### src/rtl/bced_pkg.sv
// Shared constants, codes and the queue entry type of the button click event detector.
package bced_pkg;

    localparam int CFG_INDEX_W = 3;
    localparam int CFG_DATA_W  = 16;
    localparam int BCED_QUEUE_DEPTH = 4;

    localparam logic [CFG_INDEX_W-1:0] CFG_ACTIVE_LEVEL   = 3'd0;
    localparam logic [CFG_INDEX_W-1:0] CFG_DEBOUNCE_TICKS = 3'd1;
    localparam logic [CFG_INDEX_W-1:0] CFG_SHORT_TICKS    = 3'd2;
    localparam logic [CFG_INDEX_W-1:0] CFG_LONG_TICKS     = 3'd3;
    localparam logic [CFG_INDEX_W-1:0] CFG_REPEAT_MAX     = 3'd4;

    localparam logic [2:0] EV_NONE   = 3'd0;
    localparam logic [2:0] EV_DOWN   = 3'd1;
    localparam logic [2:0] EV_UP     = 3'd2;
    localparam logic [2:0] EV_REPEAT = 3'd3;
    localparam logic [2:0] EV_SINGLE = 3'd4;
    localparam logic [2:0] EV_DOUBLE = 3'd5;
    localparam logic [2:0] EV_LSTART = 3'd6;
    localparam logic [2:0] EV_LHOLD  = 3'd7;

    localparam logic       ACTION_TICK = 1'b0;
    localparam logic [15:0] TIMER_MAX  = 16'hFFFF;

    typedef struct packed {
        logic       two;
        logic       pressed;
        logic [2:0] ev0;
        logic [2:0] lat0;
        logic [3:0] rep0;
        logic [2:0] ev1;
        logic [3:0] rep1;
    } bced_entry_t;

endpackage

### src/rtl/bced_in_if.sv
// Input channel carrying one sample tick or soft reset per transaction.
interface bced_in_if;
    logic valid;
    logic ready;
    logic action;
    logic raw_level;

    modport source (output valid, output action, output raw_level, input ready);
    modport sink (input valid, input action, input raw_level, output ready);
endinterface

### src/rtl/bced_out_if.sv
// Output channel carrying one click event result per transaction.
interface bced_out_if;
    logic       valid;
    logic       ready;
    logic [2:0] event_res;
    logic       last;
    logic [2:0] latched_event;
    logic [3:0] repeat_count;
    logic       pressed;

    modport source (output valid, output event_res, output last, output latched_event,
                    output repeat_count, output pressed, input ready);
    modport sink (input valid, input event_res, input last, input latched_event,
                  input repeat_count, input pressed, output ready);
endinterface

### src/rtl/bced_front.sv
// Front part: configuration registers, debounce and click state machine per sample.
module bced_front
(
    input  logic                              clk,
    input  logic                              rst_n,
    bced_in_if.sink                           sample,
    input  logic                              cfg_write_en,
    input  logic [bced_pkg::CFG_INDEX_W-1:0]  cfg_index,
    input  logic [bced_pkg::CFG_DATA_W-1:0]   cfg_data,
    input  logic                              push_ready,
    output logic                              push_valid,
    output bced_pkg::bced_entry_t             push_entry
);
    import bced_pkg::*;

    typedef enum logic [2:0] {
        ST_IDLE,
        ST_PRESS,
        ST_RELEASE,
        ST_REPEAT,
        ST_LONG
    } state_t;

    state_t      state_reg, state_next;
    logic [15:0] timer_reg, timer_next;
    logic [3:0]  debounce_reg, debounce_next;
    logic        stable_reg, stable_next;
    logic [3:0]  repeat_reg, repeat_next;
    logic [2:0]  held_reg, held_next;

    logic        active_reg;
    logic [3:0]  deb_ticks_reg;
    logic [15:0] short_reg;
    logic [15:0] long_reg;
    logic [3:0]  rmax_reg;

    logic        accept;
    logic        emitted;
    logic [2:0]  emit_ev;
    logic [15:0] timer_inc;
    logic [3:0]  dc_inc;
    logic        down;

    assign sample.ready = push_ready;
    assign push_valid   = sample.valid;
    assign accept       = sample.valid && push_ready;

    always_comb
    begin
        state_next    = state_reg;
        timer_next    = timer_reg;
        debounce_next = debounce_reg;
        stable_next   = stable_reg;
        repeat_next   = repeat_reg;
        held_next     = held_reg;
        emitted       = 1'b0;
        emit_ev       = EV_NONE;
        push_entry    = '0;
        timer_inc     = timer_reg;
        dc_inc        = debounce_reg + 4'd1;
        down          = 1'b0;

        if (sample.action != ACTION_TICK)
        begin
            state_next    = ST_IDLE;
            timer_next    = '0;
            repeat_next   = '0;
            held_next     = EV_NONE;
            debounce_next = '0;
        end
        else
        begin
            if (state_reg != ST_IDLE && timer_reg != TIMER_MAX)
            begin
                timer_inc = timer_reg + 16'd1;
            end
            timer_next = timer_inc;

            if (sample.raw_level != stable_reg)
            begin
                if (dc_inc >= deb_ticks_reg)
                begin
                    stable_next   = sample.raw_level;
                    debounce_next = '0;
                end
                else
                begin
                    debounce_next = dc_inc;
                end
            end
            else
            begin
                debounce_next = '0;
            end

            down = (stable_next == active_reg);

            case (state_reg)
                ST_IDLE:
                begin
                    if (down)
                    begin
                        timer_next  = '0;
                        repeat_next = 4'd1;
                        state_next  = ST_PRESS;
                        emitted     = 1'b1;
                        emit_ev     = EV_DOWN;
                    end
                    else
                    begin
                        held_next = EV_NONE;
                    end
                end
                ST_PRESS:
                begin
                    if (!down)
                    begin
                        timer_next = '0;
                        state_next = ST_RELEASE;
                        emitted    = 1'b1;
                        emit_ev    = EV_UP;
                    end
                    else if (timer_inc > long_reg)
                    begin
                        state_next = ST_LONG;
                        emitted    = 1'b1;
                        emit_ev    = EV_LSTART;
                    end
                end
                ST_RELEASE:
                begin
                    if (down)
                    begin
                        if (repeat_reg < rmax_reg)
                        begin
                            repeat_next = repeat_reg + 4'd1;
                        end
                        timer_next       = '0;
                        state_next       = ST_REPEAT;
                        emitted          = 1'b1;
                        emit_ev          = EV_REPEAT;
                        push_entry.two   = 1'b1;
                    end
                    else if (timer_inc > short_reg)
                    begin
                        state_next = ST_IDLE;
                        if (repeat_reg == 4'd1)
                        begin
                            emitted = 1'b1;
                            emit_ev = EV_SINGLE;
                        end
                        else if (repeat_reg == 4'd2)
                        begin
                            emitted = 1'b1;
                            emit_ev = EV_DOUBLE;
                        end
                    end
                end
                ST_REPEAT:
                begin
                    if (!down)
                    begin
                        if (timer_inc < short_reg)
                        begin
                            timer_next = '0;
                            state_next = ST_RELEASE;
                        end
                        else
                        begin
                            state_next = ST_IDLE;
                        end
                        emitted = 1'b1;
                        emit_ev = EV_UP;
                    end
                    else if (timer_inc > short_reg)
                    begin
                        timer_next  = '0;
                        repeat_next = '0;
                        state_next  = ST_PRESS;
                    end
                end
                ST_LONG:
                begin
                    emitted = 1'b1;
                    if (down)
                    begin
                        emit_ev = EV_LHOLD;
                    end
                    else
                    begin
                        state_next = ST_IDLE;
                        emit_ev    = EV_UP;
                    end
                end
                default:
                begin
                    state_next = ST_IDLE;
                end
            endcase
        end

        if (emitted)
        begin
            held_next = emit_ev;
        end

        push_entry.pressed = (stable_next == active_reg);
        if (push_entry.two)
        begin
            push_entry.ev0  = EV_DOWN;
            push_entry.lat0 = EV_DOWN;
            push_entry.rep0 = repeat_reg;
            push_entry.ev1  = EV_REPEAT;
            push_entry.rep1 = repeat_next;
        end
        else
        begin
            push_entry.ev0  = emit_ev;
            push_entry.lat0 = held_next;
            push_entry.rep0 = repeat_next;
        end
    end

    always_ff @(posedge clk or negedge rst_n)
    begin
        if (!rst_n)
        begin
            state_reg     <= ST_IDLE;
            timer_reg     <= '0;
            debounce_reg  <= '0;
            stable_reg    <= 1'b1;
            repeat_reg    <= '0;
            held_reg      <= EV_NONE;
            active_reg    <= 1'b0;
            deb_ticks_reg <= 4'd3;
            short_reg     <= 16'd60;
            long_reg      <= 16'd200;
            rmax_reg      <= 4'd15;
        end
        else
        begin
            if (accept)
            begin
                state_reg    <= state_next;
                timer_reg    <= timer_next;
                debounce_reg <= debounce_next;
                stable_reg   <= stable_next;
                repeat_reg   <= repeat_next;
                held_reg     <= held_next;
            end
            if (cfg_write_en)
            begin
                case (cfg_index)
                    CFG_ACTIVE_LEVEL:
                    begin
                        active_reg <= cfg_data[0];
                        stable_reg <= ~cfg_data[0];
                    end
                    CFG_DEBOUNCE_TICKS: deb_ticks_reg <= cfg_data[3:0];
                    CFG_SHORT_TICKS:    short_reg     <= cfg_data;
                    CFG_LONG_TICKS:     long_reg      <= cfg_data;
                    CFG_REPEAT_MAX:     rmax_reg      <= cfg_data[3:0];
                    default:            ;
                endcase
            end
        end
    end

endmodule

### src/rtl/bced_queue.sv
// Short queue of classified samples between the front and back parts.
module bced_queue
#(
    parameter int DEPTH = bced_pkg::BCED_QUEUE_DEPTH
)
(
    input  logic                  clk,
    input  logic                  rst_n,
    input  logic                  push_valid,
    output logic                  push_ready,
    input  bced_pkg::bced_entry_t push_entry,
    output logic                  pop_valid,
    input  logic                  pop,
    output bced_pkg::bced_entry_t pop_entry
);
    import bced_pkg::*;

    localparam int PTR_W = (DEPTH > 1) ? $clog2(DEPTH) : 1;
    localparam int CNT_W = $clog2(DEPTH + 1);

    bced_entry_t      mem_reg [DEPTH];
    logic [PTR_W-1:0] wr_ptr_reg, rd_ptr_reg;
    logic [CNT_W-1:0] count_reg;
    logic             do_push;
    logic             do_pop;

    assign push_ready = (count_reg != CNT_W'(DEPTH));
    assign pop_valid  = (count_reg != '0);
    assign pop_entry  = mem_reg[rd_ptr_reg];
    assign do_push    = push_valid && push_ready;
    assign do_pop     = pop && pop_valid;

    always_ff @(posedge clk)
    begin
        if (do_push)
        begin
            mem_reg[wr_ptr_reg] <= push_entry;
        end
    end

    always_ff @(posedge clk or negedge rst_n)
    begin
        if (!rst_n)
        begin
            wr_ptr_reg <= '0;
            rd_ptr_reg <= '0;
            count_reg  <= '0;
        end
        else
        begin
            if (do_push)
            begin
                wr_ptr_reg <= (wr_ptr_reg == PTR_W'(DEPTH - 1)) ? '0 : wr_ptr_reg + 1'b1;
            end
            if (do_pop)
            begin
                rd_ptr_reg <= (rd_ptr_reg == PTR_W'(DEPTH - 1)) ? '0 : rd_ptr_reg + 1'b1;
            end
            if (do_push && !do_pop)
            begin
                count_reg <= count_reg + 1'b1;
            end
            else if (do_pop && !do_push)
            begin
                count_reg <= count_reg - 1'b1;
            end
        end
    end

endmodule

### src/rtl/bced_back.sv
// Back part: splits queue entries into results and holds the output register.
module bced_back
(
    input  logic                  clk,
    input  logic                  rst_n,
    input  logic                  pop_valid,
    input  bced_pkg::bced_entry_t pop_entry,
    output logic                  pop,
    bced_out_if.source            result
);
    import bced_pkg::*;

    logic       valid_reg;
    logic       phase_reg;
    logic [2:0] event_reg;
    logic       last_reg;
    logic [2:0] latched_reg;
    logic [3:0] repeat_reg;
    logic       pressed_reg;
    logic       load;

    assign load = !valid_reg || result.ready;
    assign pop  = load && pop_valid && (phase_reg || !pop_entry.two);

    assign result.valid         = valid_reg;
    assign result.event_res     = event_reg;
    assign result.last          = last_reg;
    assign result.latched_event = latched_reg;
    assign result.repeat_count  = repeat_reg;
    assign result.pressed       = pressed_reg;

    always_ff @(posedge clk or negedge rst_n)
    begin
        if (!rst_n)
        begin
            valid_reg <= 1'b0;
            phase_reg <= 1'b0;
        end
        else if (load)
        begin
            valid_reg <= pop_valid;
            if (pop_valid && pop_entry.two)
            begin
                phase_reg <= !phase_reg;
            end
        end
    end

    always_ff @(posedge clk)
    begin
        if (load && pop_valid)
        begin
            pressed_reg <= pop_entry.pressed;
            if (phase_reg)
            begin
                event_reg   <= pop_entry.ev1;
                latched_reg <= pop_entry.ev1;
                repeat_reg  <= pop_entry.rep1;
                last_reg    <= 1'b1;
            end
            else
            begin
                event_reg   <= pop_entry.ev0;
                latched_reg <= pop_entry.lat0;
                repeat_reg  <= pop_entry.rep0;
                last_reg    <= !pop_entry.two;
            end
        end
    end

endmodule

### src/rtl/button_click_event_detector.sv
// Top level of the button click event detector: front, queue and back parts.
//
//   Channel   Direction  Payload                                               Transaction
//   sample    in         action, raw_level                                     valid & ready
//   result    out        event_res, last, latched_event, repeat_count, pressed valid & ready
//   cfg       in         cfg_index, cfg_data                                   cfg_write_en
//
// The front part takes one sample per cycle while the queue has room; its state update
// finishes in that cycle. A sample yields one or two results, and the back part sends one
// result per cycle, so one sample per cycle is sustained except for a repeated press.
// The front stalls only when the queue is full; the back stalls on result.ready.
// Reset restores the register defaults and clears control state at once, not queue or result data.
module button_click_event_detector
#(
    parameter int QUEUE_DEPTH = bced_pkg::BCED_QUEUE_DEPTH
)
(
    input  logic                             clk,
    input  logic                             rst_n,
    bced_in_if.sink                          sample,
    bced_out_if.source                       result,
    input  logic                             cfg_write_en,
    input  logic [bced_pkg::CFG_INDEX_W-1:0] cfg_index,
    input  logic [bced_pkg::CFG_DATA_W-1:0]  cfg_data
);
    import bced_pkg::*;

    logic        push_valid;
    logic        push_ready;
    bced_entry_t push_entry;
    logic        pop_valid;
    logic        pop;
    bced_entry_t pop_entry;

    bced_front u_front
    (
        .clk          (clk),
        .rst_n        (rst_n),
        .sample       (sample),
        .cfg_write_en (cfg_write_en),
        .cfg_index    (cfg_index),
        .cfg_data     (cfg_data),
        .push_ready   (push_ready),
        .push_valid   (push_valid),
        .push_entry   (push_entry)
    );

    bced_queue #(.DEPTH(QUEUE_DEPTH)) u_queue
    (
        .clk        (clk),
        .rst_n      (rst_n),
        .push_valid (push_valid),
        .push_ready (push_ready),
        .push_entry (push_entry),
        .pop_valid  (pop_valid),
        .pop        (pop),
        .pop_entry  (pop_entry)
    );

    bced_back u_back
    (
        .clk       (clk),
        .rst_n     (rst_n),
        .pop_valid (pop_valid),
        .pop_entry (pop_entry),
        .pop       (pop),
        .result    (result)
    );

    // The front is only held off while the queue has entries waiting.
    a_stall_needs_backlog: assert property (@(posedge clk) disable iff (!rst_n)
        !sample.ready |-> pop_valid)
        else $error("sample stalled with an empty queue");

    // A repeat event always closes its transaction group.
    a_repeat_is_last: assert property (@(posedge clk) disable iff (!rst_n)
        result.valid && result.event_res == EV_REPEAT |-> result.last)
        else $error("repeat event not marked last");

    // Only a press down can open a two-result group.
    a_first_is_down: assert property (@(posedge clk) disable iff (!rst_n)
        result.valid && !result.last |-> result.event_res == EV_DOWN)
        else $error("non-final result is not a press down");

    // The second result of a group follows right after the first one is taken.
    a_repeat_follows: assert property (@(posedge clk) disable iff (!rst_n)
        result.valid && result.ready && !result.last
        |=> result.valid && result.event_res == EV_REPEAT)
        else $error("press down not followed by repeat");

endmodule
### src/flat_wrapper.sv
// flat-port wrapper written by rule: the top's interface ports become plain ports
module button_click_event_detector_flat import bced_pkg::*;
#(
    parameter int QUEUE_DEPTH = bced_pkg::BCED_QUEUE_DEPTH
)
  (clk, rst_n, cfg_write_en, cfg_index, cfg_data, sample_valid, sample_action, sample_raw_level, sample_ready, result_valid, result_event_res, result_last, result_latched_event, result_repeat_count, result_pressed, result_ready);
  bced_in_if sample_i ();
  bced_out_if result_i ();
  input  logic clk;
  input  logic rst_n;
  input  logic cfg_write_en;
  input  logic [bced_pkg::CFG_INDEX_W-1:0] cfg_index;
  input  logic [bced_pkg::CFG_DATA_W-1:0] cfg_data;
  input wire logic [$bits(sample_i.valid)-1:0] sample_valid;
  input wire logic [$bits(sample_i.action)-1:0] sample_action;
  input wire logic [$bits(sample_i.raw_level)-1:0] sample_raw_level;
  output wire logic [$bits(sample_i.ready)-1:0] sample_ready;
  output wire logic [$bits(result_i.valid)-1:0] result_valid;
  output wire logic [$bits(result_i.event_res)-1:0] result_event_res;
  output wire logic [$bits(result_i.last)-1:0] result_last;
  output wire logic [$bits(result_i.latched_event)-1:0] result_latched_event;
  output wire logic [$bits(result_i.repeat_count)-1:0] result_repeat_count;
  output wire logic [$bits(result_i.pressed)-1:0] result_pressed;
  input wire logic [$bits(result_i.ready)-1:0] result_ready;
  assign sample_i.valid = sample_valid;
  assign sample_i.action = sample_action;
  assign sample_i.raw_level = sample_raw_level;
  assign sample_ready = sample_i.ready;
  assign result_valid = result_i.valid;
  assign result_event_res = result_i.event_res;
  assign result_last = result_i.last;
  assign result_latched_event = result_i.latched_event;
  assign result_repeat_count = result_i.repeat_count;
  assign result_pressed = result_i.pressed;
  assign result_i.ready = result_ready;
  button_click_event_detector #(.QUEUE_DEPTH(QUEUE_DEPTH)) u_core (.clk(clk), .rst_n(rst_n), .sample(sample_i), .result(result_i), .cfg_write_en(cfg_write_en), .cfg_index(cfg_index), .cfg_data(cfg_data));
endmodule
### config.mk
export PLATFORM = sky130hd
export DESIGN_NAME = button_click_event_detector_flat
export DESIGN_NICKNAME = d
export VERILOG_FILES = /design/src/rtl/bced_pkg.sv /design/src/rtl/bced_in_if.sv /design/src/rtl/bced_out_if.sv /design/src/rtl/bced_front.sv /design/src/rtl/bced_queue.sv /design/src/rtl/bced_back.sv /design/src/rtl/button_click_event_detector.sv /design/src/flat_wrapper.sv
export SDC_FILE = /design/constraint.sdc
export NUM_CORES = 1
export LEC_CHECK = 0
export BUFFER_PORTS_ARGS = -buffer_cell sky130_fd_sc_hd__buf_4
export CAP_MARGIN = 10
export CORE_AREA = 2 2 163 101
export CTS_BUF_LIST = sky130_fd_sc_hd__clkbuf_4
export DETAILED_ROUTE_END_ITERATION = 8
export DIE_AREA = 0 0 165 103
export PLACE_DENSITY = 0.82
export SYNTH_ARGS = -nofsm -noshare
export SYNTH_HDL_FRONTEND = slang
export SYNTH_SLANG_ARGS = --single-unit
export TNS_END_PERCENT = 10
### constraint.sdc
create_clock -name clk -period 5.35 [get_ports clk]
set_clock_uncertainty 0.05 [all_clocks]
set_input_delay 0.2675 -clock clk [delete_from_list [all_inputs] [get_ports clk]]
set_output_delay 0.2675 -clock clk [all_outputs]
set_load 0.01 [all_outputs]
# After elaboration in Yosys (flattened, before gate mapping)
# Memories as Yosys holds them, arrays and structs flattened.
# Cells that the tools add are included.
# W data, S select, Z words.
dict set report totals {
  reg_bits 93
  latch_bits 0
  ramBits 72
  rom_bits 0
  inputBits 26
  output_inout_bits 14
  n_memories 1
}
dict set report classes {
  addsub 7
  n_mul 0
  div_mod_pow 0
  magnitude_cmp 5
  n_eq_ne 22
  shift 0
  muxes 75
  n_bitwise 1
  reduce_logical 28
}
# name depth word_bits rd rd_ports_with_merged_regs write_ports line
set memory_table {}
lappend memory_table {u_core.u_queue.mem_reg 4 18 1 0 1 bced_queue.sv:21} ;# bced_entry_t mem_reg [DEPTH];
# operator count
set op_table {}
lappend op_table {{$mux W16} 8}
lappend op_table {{$mux W3} 25}
lappend op_table {{$pmux W16 S3} 1}
lappend op_table {{$mux W4} 10}
lappend op_table {{$gt A16 B16 Y1} 2}
lappend op_table {{$pmux W3 S5} 2}
lappend op_table {{$mux W1} 21}
lappend op_table {{$add A16 B1 Y16 const B} 1}
lappend op_table {{$lt A16 B16 Y1} 1}
lappend op_table {{$ne A16 B16 Y1 const B} 1}
lappend op_table {{$eq A3 B2 Y1 const B} 4}
lappend op_table {{$ne A4 B4 Y1 const B} 3}
lappend op_table {{$pmux W4 S3} 1}
lappend op_table {{$reduce_and A2 Y1} 6}
lappend op_table {{$mux W10} 1}
lappend op_table {{$ne A3 B3 Y1 const B} 3}
lappend op_table {{$add A4 B1 Y4 const B} 2}
lappend op_table {{$logic_and A1 B1 Y1} 8}
lappend op_table {{$mux W2} 4}
lappend op_table {{$eq A3 B1 Y1 const B} 2}
lappend op_table {{$eq A3 B3 Y1 const B} 2}
lappend op_table {{$logic_not A3 Y1} 2}
lappend op_table {{$mux W6} 1}
lappend op_table {{$reduce_and A6 Y1} 1}
lappend op_table {{other kinds (17)} 26}

# Longest topological paths before layout
dict set report depth {
  depth_word 11
  depth_mapped 16
  ltp_nobuf 15
}

# Cells and area by module
# Synthesis repeated with hierarchy kept, for this count alone.
dict set report unflattened {
  cells_unflattened 723
  area_unflattened_um2 8735.9
}
# mod n_inst cells_per_inst area_each_um2 seq_area_each_um2
set modules_own_cells {}
lappend modules_own_cells {bced_front 1 546 4954.8 1819.2}
lappend modules_own_cells {bced_queue 1 135 3171.8 2457.4}
lappend modules_own_cells {bced_back 1 42 609.3 410.4}

# Worst setup path after synthesis
# Ideal clock, no wire load.
dict set report synth_path {
  path_type {reg2reg}
  from {register u_core.u_front.timer_reg[7]}
  to {memory u_core.u_queue.mem_reg[0][10] (netlist bit) (data pin)}
  arrival_ns 3.900
  required_time_ns 5.081
  slack_ns 1.181
  stages_incl_launch_ff 15
  period_less_slack_ns 4.169
  cell_sequence {dfrtp_1 > buf_2 > nand4_1 > or4_1 > o211ai_1 > or3_1 > nand2_1 > ha_1 > nand4_1 > or4_1 > nor2_1 > or4_1 > nor3_1 > or3_4 > o31ai_1}
}
# item line
set synth_rtl {}
lappend synth_rtl {{start, declared} bced_front.sv:25} ;# logic [15:0] timer_reg, timer_next;
lappend synth_rtl {{start signal, assigned} bced_front.sv:245} ;# timer_reg <= timer_next;
lappend synth_rtl {{end, declared} bced_queue.sv:21}

==> metrics <==
synthesized cell area 8390 um^2; initial antenna violation count 0; static leakage 3.93 nW; clock share of power 0.180; Post-synth ARST share 0.516; largest net degree at the start of global routing 53; routability cong. 0.919; DPL Wire Length roughly 13 mm; Worst EP required between 5 and 6 ns; WHS 0.0610 ns; share of the yosys chip area belonging to registers 0.515; worst reg-to-reg setup slack 0.45 ns; H-tree depth 4; gr usage total 0.233; total internal power 2.53 mW; multiplexer share of the synthesized area 0.0830; XOR/XNOR share of the synthesized area 0.0230; Post-synth EDFFs 76; number of global-route vias before repair ~6000; wire length per cell 18.1 um; Sink Count 157; Synth cell types 70; Core Util, Final 0.601; CTS clock-pin slew for the worst setup and hold paths ~0.15 ns; final setup fails 0; status finished clean; synthesized area per cell between 10 and 15 um^2; Synth top area share 0.272; worst-path fanout max 9; Row Count 36; Post-DRT Antenna Nets 0; worst skew pair latency 0.57 ns; Synth area leader edfxtp_1; complex-gate fraction of the synthesized area 0.120; Clock Tree Root clkbuf_4; hold path cells 4; global-route wire length before repair around 30 mm; Adder-Cell Fraction of Synth Area 0.0769; DP Area 8910 um^2; initial DRC count about 580; combinational fraction of design power 0.377; Hold Path Class input pin to flip-flop; Total Wirelength 18.7 mm; DR DRC count 0; Sum Neg Setup Slack 0 ns; Vias/cell 5.94; CP Capture Type flip-flop; initial core utilization 0.534; port bufs 39; Area growth, synth to finish 12.6%; VDD IR max 0.320 mV; startpoint types flip-flop; total overflow reported by the global router 0; worst r2r src u_core.u_front.timer_reg[7]; Yosys Warn Count 0; CTS Buf Count 17; most numerous cell in the Yosys netlist edfxtp_1; Filler cells approximately 1200; DRT Pass-1 Iters 5; Rel. slew slack 0.277; PwrDens about 430 nW/um^2; RSZ-0062 raised after global routing no; largest family of logic cells by synthesized area simple AND/OR/NAND/NOR gates; most area-consuming cells after synthesis edfxtp_1 (27%), dfrtp_1 (20%), ha_1 (7.5%), dfstp_2 (4.4%), mux4_2 (4.3%); total die area 17000 um^2; Max Cap Violations 0; slew of the pin with the lowest slew margin roughly 1.1 ns; CP Class flip-flop to flip-flop; die width 165 um; design area ~9400 um^2; share of cells above drive strength 1 0.195; cell count after synthesis 749; Vert. Die Dim approximately 100 um; Core ar. 15700 um^2; Post-Synth Simple-Gate Area 0.140; reg2reg path depth 13; Final min period 4.90 ns; switch share 0.380; clk buf depth 2; CTS tree done; total chip power 4.08 mW; Main synth FF type edfxtp_1; Layout Nets 886; Slew Viols, Final 0; Antenna Cells 0; vias slightly above 6000; hold endpoint u_core.u_front.rmax_reg[2]; Hold Path Origin cfg_index[0]; post-synth net total 826; Fmax 204 MHz; Largest register FFs 64; Hold Violations, Final 0; Ports 40; arrival time at the worst endpoint around 5.2 ns; Final period util 0.915; synthesized flop and latch total 157; register share of total power 0.443; synth cell count leaders edfxtp_1 (76), nand2_1 (68), dfrtp_1 (67), inv_1 (58), ha_1 (50); Switch Pwr 1.55 mW; Post-CTS Setup Bufs 0; RR Endpoint u_core.u_queue.mem_reg[2][10]
critical path, stage by stage (launching register included):
cell	delay (ns)
dfrtp_1	0.50
nand4_1	0.21
or4_1	0.64
o21ai_1	0.41
or2_2	0.23
xnor2_1	0.10
ha_1	0.34
nand4_1	0.17
or4_1	0.63
nor2_1	0.34
or4_1	0.23
nor3_1	0.09
or3_4	0.40
o31ai_2	0.34
stage by stage:
| step | setup WS [ns] | std cells |
|---|---|---|
| final | 0.454 | 1031 |
| after CTS | 0.413 | 1030 |
| after detailed placement | 0.465 | 975 |
| after floorplan | 1.18 | 749 |
| after global routing | 0.116 | 1031 |
| after global placement | 0.721 | 975 |
metal layers:
layer,share of wire,track usage,vias to the layer above
li1,-,-,2876
met1,0.48,0.350,2993
met2,0.44,0.347,242
met3,0.070,0.0463,18
met4,0.011,0.0642,0
met5,0,0,-
layout make-up:
cell class,count,area (um^2),area share
Inverter,58,218,0.0230
Multi-Input combinational cell,501,3740,0.396
Clock inverter,14,151,0.0160
Sequential cell,157,4330,0.458
Tap cell,209,262,0.0277
Timing Repair Buffer,74,617,0.0653
Clock buffer,18,135,0.0143
placed cells by master, fill, tap and decap left out, types with 11 or more instances in the layout:
cell type,instances
o21ai_0,46
a21oi_1,32
dfrtp_1,67
edfxtp_1,76
inv_1,58
mux4_2,16
mux2_2,29
buf_4,50
ha_1,50
nand3_1,34
dfstp_2,14
clkbuf_4,18
nor3_1,11
dlygate4sd3_1,23
nand2_1,68
nor2_1,41
xnor2_1,13
and3_1,11
cells by family after synthesis:
logic type / Yosys count
xor gates and xnor gates: 22
AOI/OAI and AO/OA: 151
DFF: 157
buffers and inverters: 91
muxes: 46
adders and majority gates: 51
and+or+nand+nor: 231
power groups by stage:
stage / Sequential (mW) / Clock (mW) / Combinational [mW]
after global routing: 1.84 / 0.803 / 1.70
after floorplan: 1.78 / 0 / 1.09
final: 1.81 / 0.733 / 1.54
after global placement: 1.82 / 0 / 1.45
after detailed placement: 1.83 / 0 / 1.49
after CTS: 1.81 / 0.753 / 1.52
repair_timing:
item                                    4_1_cts  5_1_grt
endpoints found under the setup margin        0        8
hold buffers                                 23        0
hold endpoints to repair                     72        0
resized for setup                             0        2
worst max-delay path by stage:
stage | to | from
2_1_floorplan | u_core.u_queue.mem_reg[0][10] | u_core.u_front.timer_reg[7]
4_1_cts | u_core.u_queue.mem_reg[2][10] | u_core.u_front.timer_reg[7]
6_report | u_core.u_queue.mem_reg[2][10] | u_core.u_front.timer_reg[7]
5_1_grt | u_core.u_queue.mem_reg[2][10] | u_core.u_front.timer_reg[7]
3_3_place_gp | u_core.u_queue.mem_reg[0][12] | u_core.u_front.timer_reg[7]
3_5_place_dp | u_core.u_queue.mem_reg[1][10] | u_core.u_front.timer_reg[7]
Note: power is estimated with default switching activity, not from simulation.
